<file path="src/rtl/assert_macros.svh">
// ----------------------------------------------------------------------------
// Assertion macros
// Shared concurrent assertion forms for the console RTL.
// ----------------------------------------------------------------------------
`ifndef ASSERT_MACROS_SVH
`define ASSERT_MACROS_SVH

// Same-cycle implication, disabled while reset is held.
`define ASSERT_IMPLIES(label, clk, rstn, ante, cons) \
    label: assert property (@(posedge clk) disable iff (!(rstn)) (ante) |-> (cons)) \
        else $error("assertion failed: same-cycle implication");

// Next-cycle implication, disabled while reset is held.
`define ASSERT_NEXT(label, clk, rstn, ante, cons) \
    label: assert property (@(posedge clk) disable iff (!(rstn)) (ante) |=> (cons)) \
        else $error("assertion failed: next-cycle implication");

`endif

</file>
<file path="src/rtl/tcm_pkg.sv">
`timescale 1ns / 1ps
// ----------------------------------------------------------------------------
// tcm_pkg
// Types and constants shared by the text console blocks.
// ----------------------------------------------------------------------------
package tcm_pkg;

    typedef enum logic [1:0] {
        OP_PUT  = 2'd0,
        OP_MOVE = 2'd1,
        OP_READ = 2'd2
    } tcm_op_t;

    typedef enum logic [2:0] {
        ST_INIT,
        ST_WIPE,
        ST_IDLE,
        ST_RD_WAIT,
        ST_MS_OLD,
        ST_MS_NEW,
        ST_DONE
    } tcm_state_t;

    localparam logic [7:0] CH_NUL       = 8'h00;
    localparam logic [7:0] CH_BS        = 8'h08;
    localparam logic [7:0] CH_LF        = 8'h0A;
    localparam logic [7:0] CH_SPACE     = 8'h20;
    localparam logic [7:0] ATTR_DEFAULT = 8'h07;
    localparam logic [7:0] ATTR_HILITE  = 8'h70;

    typedef struct packed {
        logic       attr_we;
        logic       char_we;
        logic [7:0] attr_wdata;
        logic [7:0] char_wdata;
    } tcm_mem_req_t;

    typedef struct packed {
        logic [15:0] read_data;
        logic [10:0] text_cursor;
        logic [6:0]  mouse_col;
        logic [4:0]  mouse_row;
    } tcm_res_t;

    function automatic logic [7:0] swap_nibbles(input logic [7:0] attr);
        swap_nibbles = {attr[3:0], attr[7:4]};
    endfunction

endpackage

</file>
<file path="src/rtl/tcm_ctrl.sv">
`timescale 1ns / 1ps
// ----------------------------------------------------------------------------
// tcm_ctrl
// Sequencer: cursor and pointer state, screen sweeps and the
// read-modify-write steps on the screen memory.
// ----------------------------------------------------------------------------
module tcm_ctrl #(
    parameter int COLUMNS = 80,
    parameter int ROWS    = 25,
    parameter int CELLS   = 2000,
    parameter int AW      = 11
) (
    input  logic                  aclk,
    input  logic                  aresetn,
    input  logic                  s_valid,
    output logic                  s_ready,
    input  logic [1:0]            s_opcode,
    input  logic [7:0]            s_char_code,
    input  logic signed [7:0]     s_move_dx,
    input  logic signed [7:0]     s_move_dy,
    input  logic [10:0]           s_cell_index,
    output tcm_pkg::tcm_mem_req_t mem_req,
    output logic [AW-1:0]         wr_addr,
    output logic [AW-1:0]         rd_addr,
    input  logic [7:0]            rd_attr,
    input  logic [7:0]            rd_char,
    output logic                  res_valid,
    input  logic                  res_ready,
    output tcm_pkg::tcm_res_t     res
);
    import tcm_pkg::*;

    localparam int CW     = $clog2(COLUMNS);
    localparam int RW     = $clog2(ROWS);
    localparam int XW     = ((AW > 11) ? AW : 11) + 1;
    localparam int CENTER = (ROWS / 2) * COLUMNS + (COLUMNS / 2);
    localparam logic signed [9:0] COL_MAX = 10'(COLUMNS - 1);
    localparam logic signed [9:0] ROW_MAX = 10'(ROWS - 1);

    function automatic logic [AW-1:0] cell_addr(input logic [RW-1:0] r,
                                                input logic [CW-1:0] c);
        cell_addr = AW'(r) * AW'(COLUMNS) + AW'(c);
    endfunction

    tcm_state_t    state_reg, state_next;
    logic [AW-1:0] sweep_reg, sweep_next;
    logic [CW-1:0] tcol_reg, tcol_next;
    logic [RW-1:0] trow_reg, trow_next;
    logic [CW-1:0] pcol_reg, pcol_next;
    logic [RW-1:0] prow_reg, prow_next;
    logic [CW-1:0] pend_col_reg, pend_col_next;
    logic [RW-1:0] pend_row_reg, pend_row_next;
    logic [15:0]   rdata_reg, rdata_next;
    logic          in_range_reg, in_range_next;

    logic          accept;
    logic          sweep_last;
    logic          same_cell;
    logic [AW-1:0] cur_addr;
    logic [AW-1:0] ptr_addr;
    logic [AW-1:0] pend_addr;
    logic [XW-1:0] cell_ext;
    logic          idx_in_range;
    logic [AW-1:0] idx_addr;

    // put-character datapath
    logic          is_nul, is_lf, is_bs;
    logic [CW-1:0] bs_col;
    logic [CW:0]   col_inc;
    logic [RW:0]   row_inc;
    logic [CW-1:0] put_col;
    logic [RW:0]   put_row;
    logic          put_overflow;

    // mouse datapath
    logic signed [9:0] c_wide;
    logic signed [9:0] r_wide;
    logic [CW-1:0]     c_clamp;
    logic [RW-1:0]     r_clamp;

    assign accept       = s_valid && s_ready;
    assign sweep_last   = (sweep_reg == AW'(CELLS - 1));
    assign same_cell    = (pend_col_reg == pcol_reg) && (pend_row_reg == prow_reg);
    assign cur_addr     = cell_addr(trow_reg, tcol_reg);
    assign ptr_addr     = cell_addr(prow_reg, pcol_reg);
    assign pend_addr    = cell_addr(pend_row_reg, pend_col_reg);
    assign cell_ext     = XW'(s_cell_index);
    assign idx_in_range = (cell_ext < XW'(CELLS));
    assign idx_addr     = cell_ext[AW-1:0];

    assign is_nul  = (s_char_code == CH_NUL);
    assign is_lf   = (s_char_code == CH_LF);
    assign is_bs   = (s_char_code == CH_BS);
    assign bs_col  = (tcol_reg != '0) ? (tcol_reg - 1'b1) : tcol_reg;
    assign col_inc = {1'b0, tcol_reg} + 1'b1;
    assign row_inc = {1'b0, trow_reg} + 1'b1;

    always_comb begin
        put_col = tcol_reg;
        put_row = {1'b0, trow_reg};
        if (is_nul) begin
            put_col = tcol_reg;
        end else if (is_lf) begin
            put_col = '0;
            put_row = row_inc;
        end else if (is_bs) begin
            put_col = bs_col;
        end else if (col_inc == (CW+1)'(COLUMNS)) begin
            put_col = '0;
            put_row = row_inc;
        end else begin
            put_col = col_inc[CW-1:0];
        end
    end

    assign put_overflow = (put_row == (RW+1)'(ROWS));

    assign c_wide = $signed({3'b000, 7'(pcol_reg)})
                  + $signed({{2{s_move_dx[7]}}, s_move_dx});
    assign r_wide = $signed({5'b00000, 5'(prow_reg)})
                  - $signed({{2{s_move_dy[7]}}, s_move_dy});

    always_comb begin
        if (c_wide < 10'sd0) begin
            c_clamp = '0;
        end else if (c_wide > COL_MAX) begin
            c_clamp = CW'(COLUMNS - 1);
        end else begin
            c_clamp = c_wide[CW-1:0];
        end
        if (r_wide < 10'sd0) begin
            r_clamp = '0;
        end else if (r_wide > ROW_MAX) begin
            r_clamp = RW'(ROWS - 1);
        end else begin
            r_clamp = r_wide[RW-1:0];
        end
    end

    // next state
    always_comb begin
        state_next = state_reg;
        case (state_reg)
            ST_INIT: begin
                if (sweep_last) begin
                    state_next = ST_IDLE;
                end
            end
            ST_WIPE: begin
                if (sweep_last) begin
                    state_next = ST_DONE;
                end
            end
            ST_IDLE: begin
                if (s_valid) begin
                    case (s_opcode)
                        OP_PUT:  state_next = put_overflow ? ST_WIPE : ST_DONE;
                        OP_MOVE: state_next = ST_MS_OLD;
                        OP_READ: state_next = ST_RD_WAIT;
                        default: state_next = ST_DONE;
                    endcase
                end
            end
            ST_RD_WAIT: state_next = ST_DONE;
            ST_MS_OLD:  state_next = same_cell ? ST_DONE : ST_MS_NEW;
            ST_MS_NEW:  state_next = ST_DONE;
            ST_DONE: begin
                if (res_ready) begin
                    state_next = ST_IDLE;
                end
            end
            default: state_next = ST_INIT;
        endcase
    end

    // outputs: handshake and memory port control
    always_comb begin
        s_ready   = 1'b0;
        res_valid = 1'b0;
        mem_req   = '0;
        wr_addr   = '0;
        rd_addr   = '0;
        case (state_reg)
            ST_INIT: begin
                mem_req.attr_we    = 1'b1;
                mem_req.char_we    = 1'b1;
                mem_req.attr_wdata = (sweep_reg == AW'(CENTER)) ? ATTR_HILITE : ATTR_DEFAULT;
                mem_req.char_wdata = CH_SPACE;
                wr_addr            = sweep_reg;
            end
            ST_WIPE: begin
                mem_req.char_we    = 1'b1;
                mem_req.char_wdata = CH_SPACE;
                wr_addr            = sweep_reg;
            end
            ST_IDLE: begin
                s_ready = 1'b1;
                if (s_valid) begin
                    case (s_opcode)
                        OP_PUT: begin
                            if (is_bs) begin
                                mem_req.char_we    = 1'b1;
                                mem_req.char_wdata = CH_SPACE;
                                wr_addr            = cell_addr(trow_reg, bs_col);
                            end else if (!is_nul && !is_lf) begin
                                mem_req.char_we    = 1'b1;
                                mem_req.char_wdata = s_char_code;
                                wr_addr            = cur_addr;
                            end
                        end
                        OP_MOVE: rd_addr = ptr_addr;
                        OP_READ: rd_addr = idx_in_range ? idx_addr : '0;
                        default: rd_addr = '0;
                    endcase
                end
            end
            ST_MS_OLD: begin
                // write-back of the old cell goes to a different address than
                // the read of the new one; equal cells skip both swaps
                rd_addr = pend_addr;
                if (!same_cell) begin
                    mem_req.attr_we    = 1'b1;
                    mem_req.attr_wdata = swap_nibbles(rd_attr);
                    wr_addr            = ptr_addr;
                end
            end
            ST_MS_NEW: begin
                mem_req.attr_we    = 1'b1;
                mem_req.attr_wdata = swap_nibbles(rd_attr);
                wr_addr            = ptr_addr;
            end
            ST_DONE: res_valid = 1'b1;
            default: res_valid = 1'b0;
        endcase
    end

    // datapath next values
    always_comb begin
        sweep_next    = sweep_reg;
        tcol_next     = tcol_reg;
        trow_next     = trow_reg;
        pcol_next     = pcol_reg;
        prow_next     = prow_reg;
        pend_col_next = pend_col_reg;
        pend_row_next = pend_row_reg;
        rdata_next    = rdata_reg;
        in_range_next = in_range_reg;
        case (state_reg)
            ST_INIT, ST_WIPE: begin
                sweep_next = sweep_last ? '0 : (sweep_reg + 1'b1);
            end
            ST_IDLE: begin
                if (accept) begin
                    rdata_next = '0;
                    case (s_opcode)
                        OP_PUT: begin
                            if (put_overflow) begin
                                tcol_next = '0;
                                trow_next = '0;
                            end else begin
                                tcol_next = put_col;
                                trow_next = put_row[RW-1:0];
                            end
                        end
                        OP_MOVE: begin
                            pend_col_next = c_clamp;
                            pend_row_next = r_clamp;
                        end
                        OP_READ: in_range_next = idx_in_range;
                        default: rdata_next = '0;
                    endcase
                end
            end
            ST_RD_WAIT: begin
                rdata_next = in_range_reg ? {rd_attr, rd_char} : 16'h0000;
            end
            ST_MS_OLD: begin
                pcol_next = pend_col_reg;
                prow_next = pend_row_reg;
            end
            default: sweep_next = sweep_reg;
        endcase
    end

    always_ff @(posedge aclk) begin
        if (!aresetn) begin
            state_reg <= ST_INIT;
            sweep_reg <= '0;
            tcol_reg  <= '0;
            trow_reg  <= '0;
            pcol_reg  <= CW'(COLUMNS / 2);
            prow_reg  <= RW'(ROWS / 2);
        end else begin
            state_reg <= state_next;
            sweep_reg <= sweep_next;
            tcol_reg  <= tcol_next;
            trow_reg  <= trow_next;
            pcol_reg  <= pcol_next;
            prow_reg  <= prow_next;
        end
    end

    always_ff @(posedge aclk) begin
        pend_col_reg <= pend_col_next;
        pend_row_reg <= pend_row_next;
        rdata_reg    <= rdata_next;
        in_range_reg <= in_range_next;
    end

    assign res.read_data   = rdata_reg;
    assign res.text_cursor = 11'(cur_addr);
    assign res.mouse_col   = 7'(pcol_reg);
    assign res.mouse_row   = 5'(prow_reg);

endmodule

</file>
<file path="config.mk">
export PLATFORM = sky130hd
export DESIGN_NAME = tcm_ctrl
export DESIGN_NICKNAME = d
export VERILOG_FILES = /design/src/rtl/assert_macros.svh /design/src/rtl/tcm_pkg.sv /design/src/rtl/tcm_ctrl.sv
export SDC_FILE = /design/constraint.sdc
export NUM_CORES = 1
export LEC_CHECK = 0
export BUFFER_PORTS_ARGS = -buffer_cell sky130_fd_sc_hd__buf_2
export CAP_MARGIN = 0
export CORE_MARGIN = 1.5
export CORE_UTILIZATION = 55
export DETAILED_ROUTE_END_ITERATION = 7
export PLACE_DENSITY_LB_ADDON = 0.15
export SYNTH_ARGS = -nofsm -noshare
export SYNTH_HDL_FRONTEND = slang
export SYNTH_SLANG_ARGS = --single-unit
</file>
<file path="constraint.sdc">
create_clock -name aclk -period 3.3 [get_ports aclk]
set_clock_uncertainty 0.1 [all_clocks]
set_input_delay 0 -clock aclk [delete_from_list [all_inputs] [get_ports aclk]]
set_output_delay 0 -clock aclk [all_outputs]
set_load 0.01 [all_outputs]
</file>
==> results of run 1 <==
area by class of cell:
cell class	count	area share (%)
multi-input cells	570	56.2
flip-flops and latches	67	22.3
repair buffers	179	14.5
well taps	136	2.32
inverters	34	1.74
clock buffers	9	1.69
clock inverters	7	1.13
diodes	1	0.0341
timing repair:
| action | in CTS | in global routing |
|---|---|---|
| hold buffers | 26 | 0 |
| hold endpoints to repair | 25 | 0 |
| setup buffers | 0 | 3 |
| endpoints found under the setup margin | 1 | 7 |
| resized for setup | 3 | 19 |
| pin swaps | 0 | 4 |
cell families after synthesis:
family / count (synthesis) / share of synthesized area (%)
XOR/XNOR: 56 / 8.19
adder cells (fa/ha/maj): 61 / 13.9
multiplexers: 6 / 1.02
buffers and inverters: 69 / 4.97
AND/OR/NAND/NOR: 271 / 24.5
flip-flops: 67 / 27.2
AO/OA/AOI/OAI: 176 / 20.2
layer usage:
layer / up-vias / global-route usage (%) / share of wire (%)
met5: - / 0 / 0
met4: 0 / 10.9 / 2.3
met3: 37 / 5.39 / 6.1
met2: 202 / 51.7 / 49
met1: 2856 / 36.2 / 43
li1: 2872 / - / -
tightest hold or removal path: cells and delay by family:
family                 cells  cell delay, ns
buffers and inverters      1            0.10
AND/OR/NAND/NOR            1            0.06
AO/OA/AOI/OAI              1            0.16
final timing paths:
| kind | start | to | slack (ns) |
|---|---|---|---|
| max | trow_reg[1] | state_reg[2] | 0.19 |
| min | s_move_dy[6] | pend_row_reg[4] | 0.02 |
| max reg2reg | trow_reg[1] | state_reg[2] | 0.19 |
| min reg2reg | sweep_reg[1] | sweep_reg[1] | 0.43 |
cell usage after synthesis, types with 4 or more instances:
master	number	area, sq um
o21a_1	6	45.0
nand2b_1	7	43.8
nor3_1	19	95.1
a21oi_1	30	150
and2_1	27	169
clkbuf_1	25	93.8
o21ai_1	4	20.0
dfxtp_1	38	761
nand4_1	12	75.1
o2111ai_1	4	35.0
nor2b_1	13	81.3
fa_1	9	180
a21o_1	10	75.1
nor2_1	41	154
edfxtp_1	29	871
o22ai_1	7	43.8
and3_1	11	68.8
buf_4	5	37.5
o31ai_1	4	30.0
a22oi_1	20	150
nand3_1	23	115
ha_1	52	651
or4_1	4	30.0
nand2_1	76	285
inv_1	33	124
mux2i_1	5	50.1
xnor2_1	17	149
nor4_1	4	25.0
xor2_1	39	342
a21boi_0	12	90.1
o21ai_0	39	195
cells in the final DEF, fill, tap and decap left out, types with 5 or more instances in the layout:
cell type and instances:
a21boi_0 12, a21o_1 10, a21oi_1 29, a22oi_1 20, and2_1 27, and3_1 10
buf_2 137, buf_4 16, clkbuf_8 9, dfxtp_1 33, dfxtp_2 5, dlygate4sd3_1 26
edfxtp_1 29, fa_1 8, ha_1 50, inv_1 33, nand2_1 76, nand2b_1 7
nand3_1 23, nand4_1 12, nor2_1 39, nor2b_1 11, nor3_1 18, o21a_1 6
o21ai_0 36, o21ai_1 7, o22ai_1 7, xnor2_1 16, xor2_1 39
report_power, final:
part / internal (W) / switching, W / leakage, nW
Combinational: 0.000103 / 0.000113 / 2.59
Sequential: 0.000865 / 0.00000735 / 0.577
Clock: 0.000361 / 0.000382 / 0.0984
Total: 0.00133 / 0.000503 / 3.26
per-stage QoR:
step | setup slack (ns) | instances
finish | 0.192 | 1003
global route | -0.0173 | 1003
CTS | 0.0187 | 999
detailed placement | 0.329 | 957
global placement | 0.401 | 957
floorplan | 0.234 | 706
==> results.md, run 1 <==
- Status: finished clean
- Hold Crit Depth: 3
- Max FFs per register: 16
- GPL Wtd Cong: 0.936
- Final Max Tran Viols: 0
- Top Family by Delay on Critical Path: simple AND/OR/NAND/NOR gates
- CTS tree: yes
- Design Power: 0.00183 W
- Cell Chain, Critical Path: ha_1, nand3_1, or2_2, a311o_1, nor3_2, nor3b_2, o311a_1, dlygate4sd3_1
- Syn. warnings: 0
- Post-DRT Antenna Nets: 0
- FFs w/ async S/R, synth: 0%
- CP startpoint kind: flop
- Die ar.: 0.0115 sq mm
- H-Tree Depth: 3
- IO Count: 138
- P per Cell Area: 250 mW/mm^2
- Initial Util: 57.2%
- Cell Area, Placed: about 0.0068 sq mm
- Worst rel slew slack: a little over half
- Post-synth top flop: dfxtp_1
- DP HPWL: 12,600 um
- Register area share after synthesis: between 20% and 30%
- Min Clock Period, post-route: 3.11 ns
- CP max stage delay: 0.56 ns
- Distinct cells, synth: 84
- Final Hold Viols: 0
- Hold Crit Class: in -> reg
- CTS Buf Count: 9
- Area grow syn2layout: 22.4%
- Net Count, Synth: 824
- Initial antenna violation count: 1
- CP Buf/Inv Count: 1
- # rows: 37
- WHS: 0.0245 ns
- Clk_lat worst skew: 0.36 ns
- # fillers: 882
- DRC Markers: 0
- Starting DRT DRC Count: 397
- Die H: ~110 um
- Final setup violation count: 0
- First-pass GRT wire length: 27,100 um
- R2R depth: 8
- Post-layout util: 70.0%
- Drt pass-1 iters: 5
- Nature of the critical path endpoint: flop
- FF/Latch Area: 0.00164 sq mm
- Total gr overflow: 0
- CP Max Fanout: 10
- PortBufs: roughly 140
- Worst-case vdd ir drop: 0.000201 V
- Final non-filler cell area: 0.00733 sq mm
- Largest net degree at the start of global routing: 33
- Syn Area/Cell: 8.48 sq um
- Vias per cell: roughly 5.9
- Share of cells above drive strength 1: 23.9%
- Routed len/inst: 16.8 um
- Final #Nets: between 900 and 1,000
- Critical path required time: 3.46 ns
- Fin crit share: 94.2%
- Clk slew on worst S/H paths: 0.09 ns
- CORE AREA: 0.0105 sq mm
- Fin Setup TNS: 0 ns
- Post-Route WL: ~17,000 um
- Pleak: roughly 3.3 nW
- Maximum clock rate: about 320 MHz
- Multi-input gate area: 0.00412 sq mm
- Yosys reg bits: 67
- Slowest stage cell, crit path: dlygate4sd3_1
- GRT Overall Usage: between 20% and 30%
- Clock root buffer: clkbuf_8
- Synthesized netlist cell count: 706
- Cell area after synthesis: 0.00599 sq mm
- Critical path data arrival time: around 3.3 ns
- CP Depth: 8
- WS Path Type: reg -> reg
- Pin slew with the least headroom to its limit: 0.676 ns
- Clock buffer depth: 2
- Max_cap viols: 0
- Number of global-route vias before repair: 5,713
- Post-synth EDFFs: 29
- CTS Sinks: 67
- Vias post-DR: slightly below 6,000
- Die Wd: approximately 110 um
No activity file was read; power rests on OpenSTA's default activity.
==> run 2: changes to the inputs <==
- ABC_AREA: default -> 1
==> results.md, run 2 <==
- Vias post-DR: 6,113 (+2.4%)
- Largest net degree at the start of global routing: 21 (-36%)
- CP Max Fanout: 8 (-2)
- Synthesized netlist cell count: 811 (+15%)
- Hold EP: pend_col_reg[0]
- Syn. warnings: 0 (unchanged)
- Top cell by count, worst path: nor2_1
- P per Cell Area: 236 mW/mm^2 (-5.5%)
- Post-layout util: 68.9% (-1.2 points)
- Fin crit share: 95.0% (+0.79 points)
- Most frequent cell after synthesis: nand2_1
- Placed cells: 1,069 (+12%)
- Post-Route WL: 16,900 um (+0.12%)
- CTS Buf Count: 9 (unchanged)
- WS Path Type: reg -> out
- R2R depth: 11 (+3)
- Critical path data arrival time: 3.03 ns (-0.23 ns)
- DP HPWL: 13,000 um (+2.8%)
- Reg2reg setup slack: 0.51 ns (+0.32 ns)
- # fillers: 902 (+2.3%)
- CP Buf/Inv Count: 4 (+3)
- Hold Crit Depth: 4 (+1)
- Vias per cell: 5.51 (-7.3%)
- Yosys reg bits: 67 (unchanged)
- Initial Util: 57.1% (-0.12 points)
- Worst rel slew slack: 58.8% (+3.9 points)
- Cell Area, Placed: 0.00669 sq mm (-1.4%)
- Post-synth EDFFs: 29 (unchanged)
- H-Tree Depth: 3 (unchanged)
- Routed len/inst: 15.2 um (-9.5%)
- Syn Area/Cell: 7.31 sq um (-14%)
- Share of cells above drive strength 1: 21.7% (-2.2 points)
- Leading cell type in the layout, fill and taps excluded: buf_2
- Final Max Tran Viols: 0 (unchanged)
- Most frequent cells in the layout: buf_2 (137), nand2_1 (136), inv_1 (122)
- Total gr overflow: 0 (unchanged)
- Post-synth top flop: dfxtp_1
- FF-to-FF Start: pcol_reg[1]
- Distinct cells, synth: 52 (-38%)
- PortBufs: 137 (unchanged)
- Net Count, Synth: 929 (+13%)
- Final setup violation count: 0 (unchanged)
- Final Hold Viols: 1 (+1)
- Synth area leaders: edfxtp_1 (15%), dfxtp_1 (13%), ha_1 (11%)
- Starting DRT DRC Count: 375 (-5.5%)
- Drt pass-1 iters: 6 (+1)
- Clk_lat worst skew: 0.35 ns (about the same)
- Area grow syn2layout: 20.6%
- R2R Path End: pend_col_reg[0]
- Final Non-Filler Cells: 1,109 (+11%)
- Clk slew on worst S/H paths: 0.07 ns (-0.02 ns)
- Max FFs per register: 16 (unchanged)
- # diodes: 0 (-1)
- CP startpoint kind: flop
- Post-DRT Antenna Nets: 0 (unchanged)
- Min Clock Period, post-route: 3.13 ns (+0.0259 ns)
- Slowest stage cell, crit path: dfxtp_2
- Failing checks: negative hold slack
- DRC Markers: 0 (unchanged)
- Cell area after synthesis: 0.00592 sq mm (-1.1%)
- Pleak: 3.51 nW (+7.4%)
- WHS: -0.00205 ns (-0.0266 ns)
- Synth area leader: edfxtp_1
- Pin slew with the least headroom to its limit: 0.617 ns (-0.0596 ns)
- FFs w/ async S/R, synth: 0% (unchanged)
- HP Start: s_move_dx[0]
- Cell Chain, Critical Path: inv_2, ha_1, inv_1, nor3_4, nor2_1, ha_2, inv_1, fa_2, nor2_1, o21ai_1, nor2_1, nand2_1, a21oi_2, o21ai_0, o211ai_1, o221ai_2, buf_2
- Die H: 107 um (-0.53%)
- Final non-filler cell area: 0.00714 sq mm (-2.5%)
- GPL Wtd Cong: 0.931 (-0.49%)
- CORE AREA: 0.0104 sq mm (-0.89%)
- Worst-case vdd ir drop: 0.000165 V (-18%)
- Final #Nets: 1,086 (+11%)
- Status: finished with violations
- CTS Sinks: 67 (unchanged)
- Die Wd: 107 um (-0.53%)
- # rows: 37 (unchanged)
- IO Count: 138 (unchanged)
- CTS tree: yes
- Clock buffer depth: 2 (unchanged)
- Die ar.: 0.0114 sq mm (-1.1%)
- Fin Setup TNS: 0 ns (unchanged)
- First-pass GRT wire length: 26,700 um (-1.5%)
- Maximum clock rate: 319 MHz (-0.83%)
- GRT Overall Usage: 29.7% (+0.16 points)
- CP max stage delay: 0.43 ns (-0.13 ns)
- Nature of the critical path endpoint: output port
- Top post-synthesis cells by count: nand2_1 (136), inv_1 (124), nor2_1 (88)
- Share of the synthesized area in the top cell type: 14.7% (+0.16 points)
- Register area share after synthesis: 27.5% (+0.30 points)
- Critical path required time: 3.20 ns (-0.26 ns)
- Max_cap viols: 0 (unchanged)
- Number of global-route vias before repair: 5,679 (-0.60%)
- Top Family by Delay on Critical Path: adder cells
- Clock root buffer: clkbuf_8
- Hold Crit Class: in -> reg
- Initial antenna violation count: 0 (-1)
-- run 2: changes by cell type in the layout (fill, tap and decap cells not counted), moves of 11 or more --
cell | before | now
a21oi_1 | 29 | 53
a21boi_0 | 12 | 0
xor2_1 | 39 | 19
and2_1 | 27 | 0
nand3_1 | 23 | 37
nor2b_1 | 11 | 0
a22oi_1 | 20 | 0
inv_1 | 33 | 122
o21ai_0 | 36 | 55
nor2_1 | 39 | 88
nand2_1 | 76 | 136
-- run 2: worst max-delay path by stage --
stage | start | slack, ns | to | cells past startpoint
4_1_cts | tcol_reg[0] | 0.01 | wr_addr[10] | 17
2_1_floorplan | pcol_reg[0] | 0.65 | pend_col_reg[5] | 12
3_3_place_gp | tcol_reg[0] | 0.34 | wr_addr[8] | 15
5_1_grt | tcol_reg[1] | -0.02 | wr_addr[10] | 17
6_report | tcol_reg[1] | 0.17 | wr_addr[10] | 17
3_5_place_dp | tcol_reg[0] | 0.18 | wr_addr[8] | 15
-- run 2: area by class of cell --
class | instances | area, sq um | share of cell area [%]
timing repair buffer | 172 | 1010 | 14.1
clock buffer | 11 | 141 | 1.98
multi-input combinational | 587 | 3660 | 51.3
tap | 136 | 170 | 2.38
clock inverter | 5 | 30.0 | 0.420
inverter | 131 | 494 | 6.92
sequential | 67 | 1640 | 22.9
-- run 2: worst min-delay path, cell delays in order --
cell and delay [ns]:
buf_2 0.08, ha_1 0.12, o21ai_0 0.09, inv_1 0.05
-- run 2: logic make-up after synthesis --
family                     synth area share (%)
xor gates and xnor gates                   6.36
AOI/OAI and AO/OA                          16.0
adders and majority gates                  14.0
buffers and inverters                      11.3
DFF                                        27.5
and+or+nand+nor                            24.8
-- run 2: stage by stage --
stage	power, W	setup WS [ns]
after floorplan	0.000992	0.651
after global placement	0.00105	0.338
after detailed placement	0.00106	0.182
after CTS	0.00169	0.0123
after global routing	0.00175	-0.0247
final	0.00169	0.166
-- run 2: per-layer routing --
layer  wire [um]  vias up  track usage [%]
li1            -     3011                -
met1        7220     2823             38.1
met2        8130      236             50.3
met3        1160       43             4.44
met4         401        0             11.7
met5           0        -                0
-- run 2: timing repair --
action / CTS / global route
endpoints found under the hold margin: 27 / 0
endpoints found under the setup margin: 3 / 3
hold buffers: 23 / 0
buffers inserted: 0 / 1
pin swaps: 0 / 2
resized for setup: 3 / 12
-- run 2: power breakdown --
group / switching [W] / leakage (nW) / internal [W]
clock: 0.000334 / 0.0867 / 0.000290
sequential: 0.00000237 / 0.576 / 0.000864
combinational: 0.000106 / 2.84 / 0.0000907
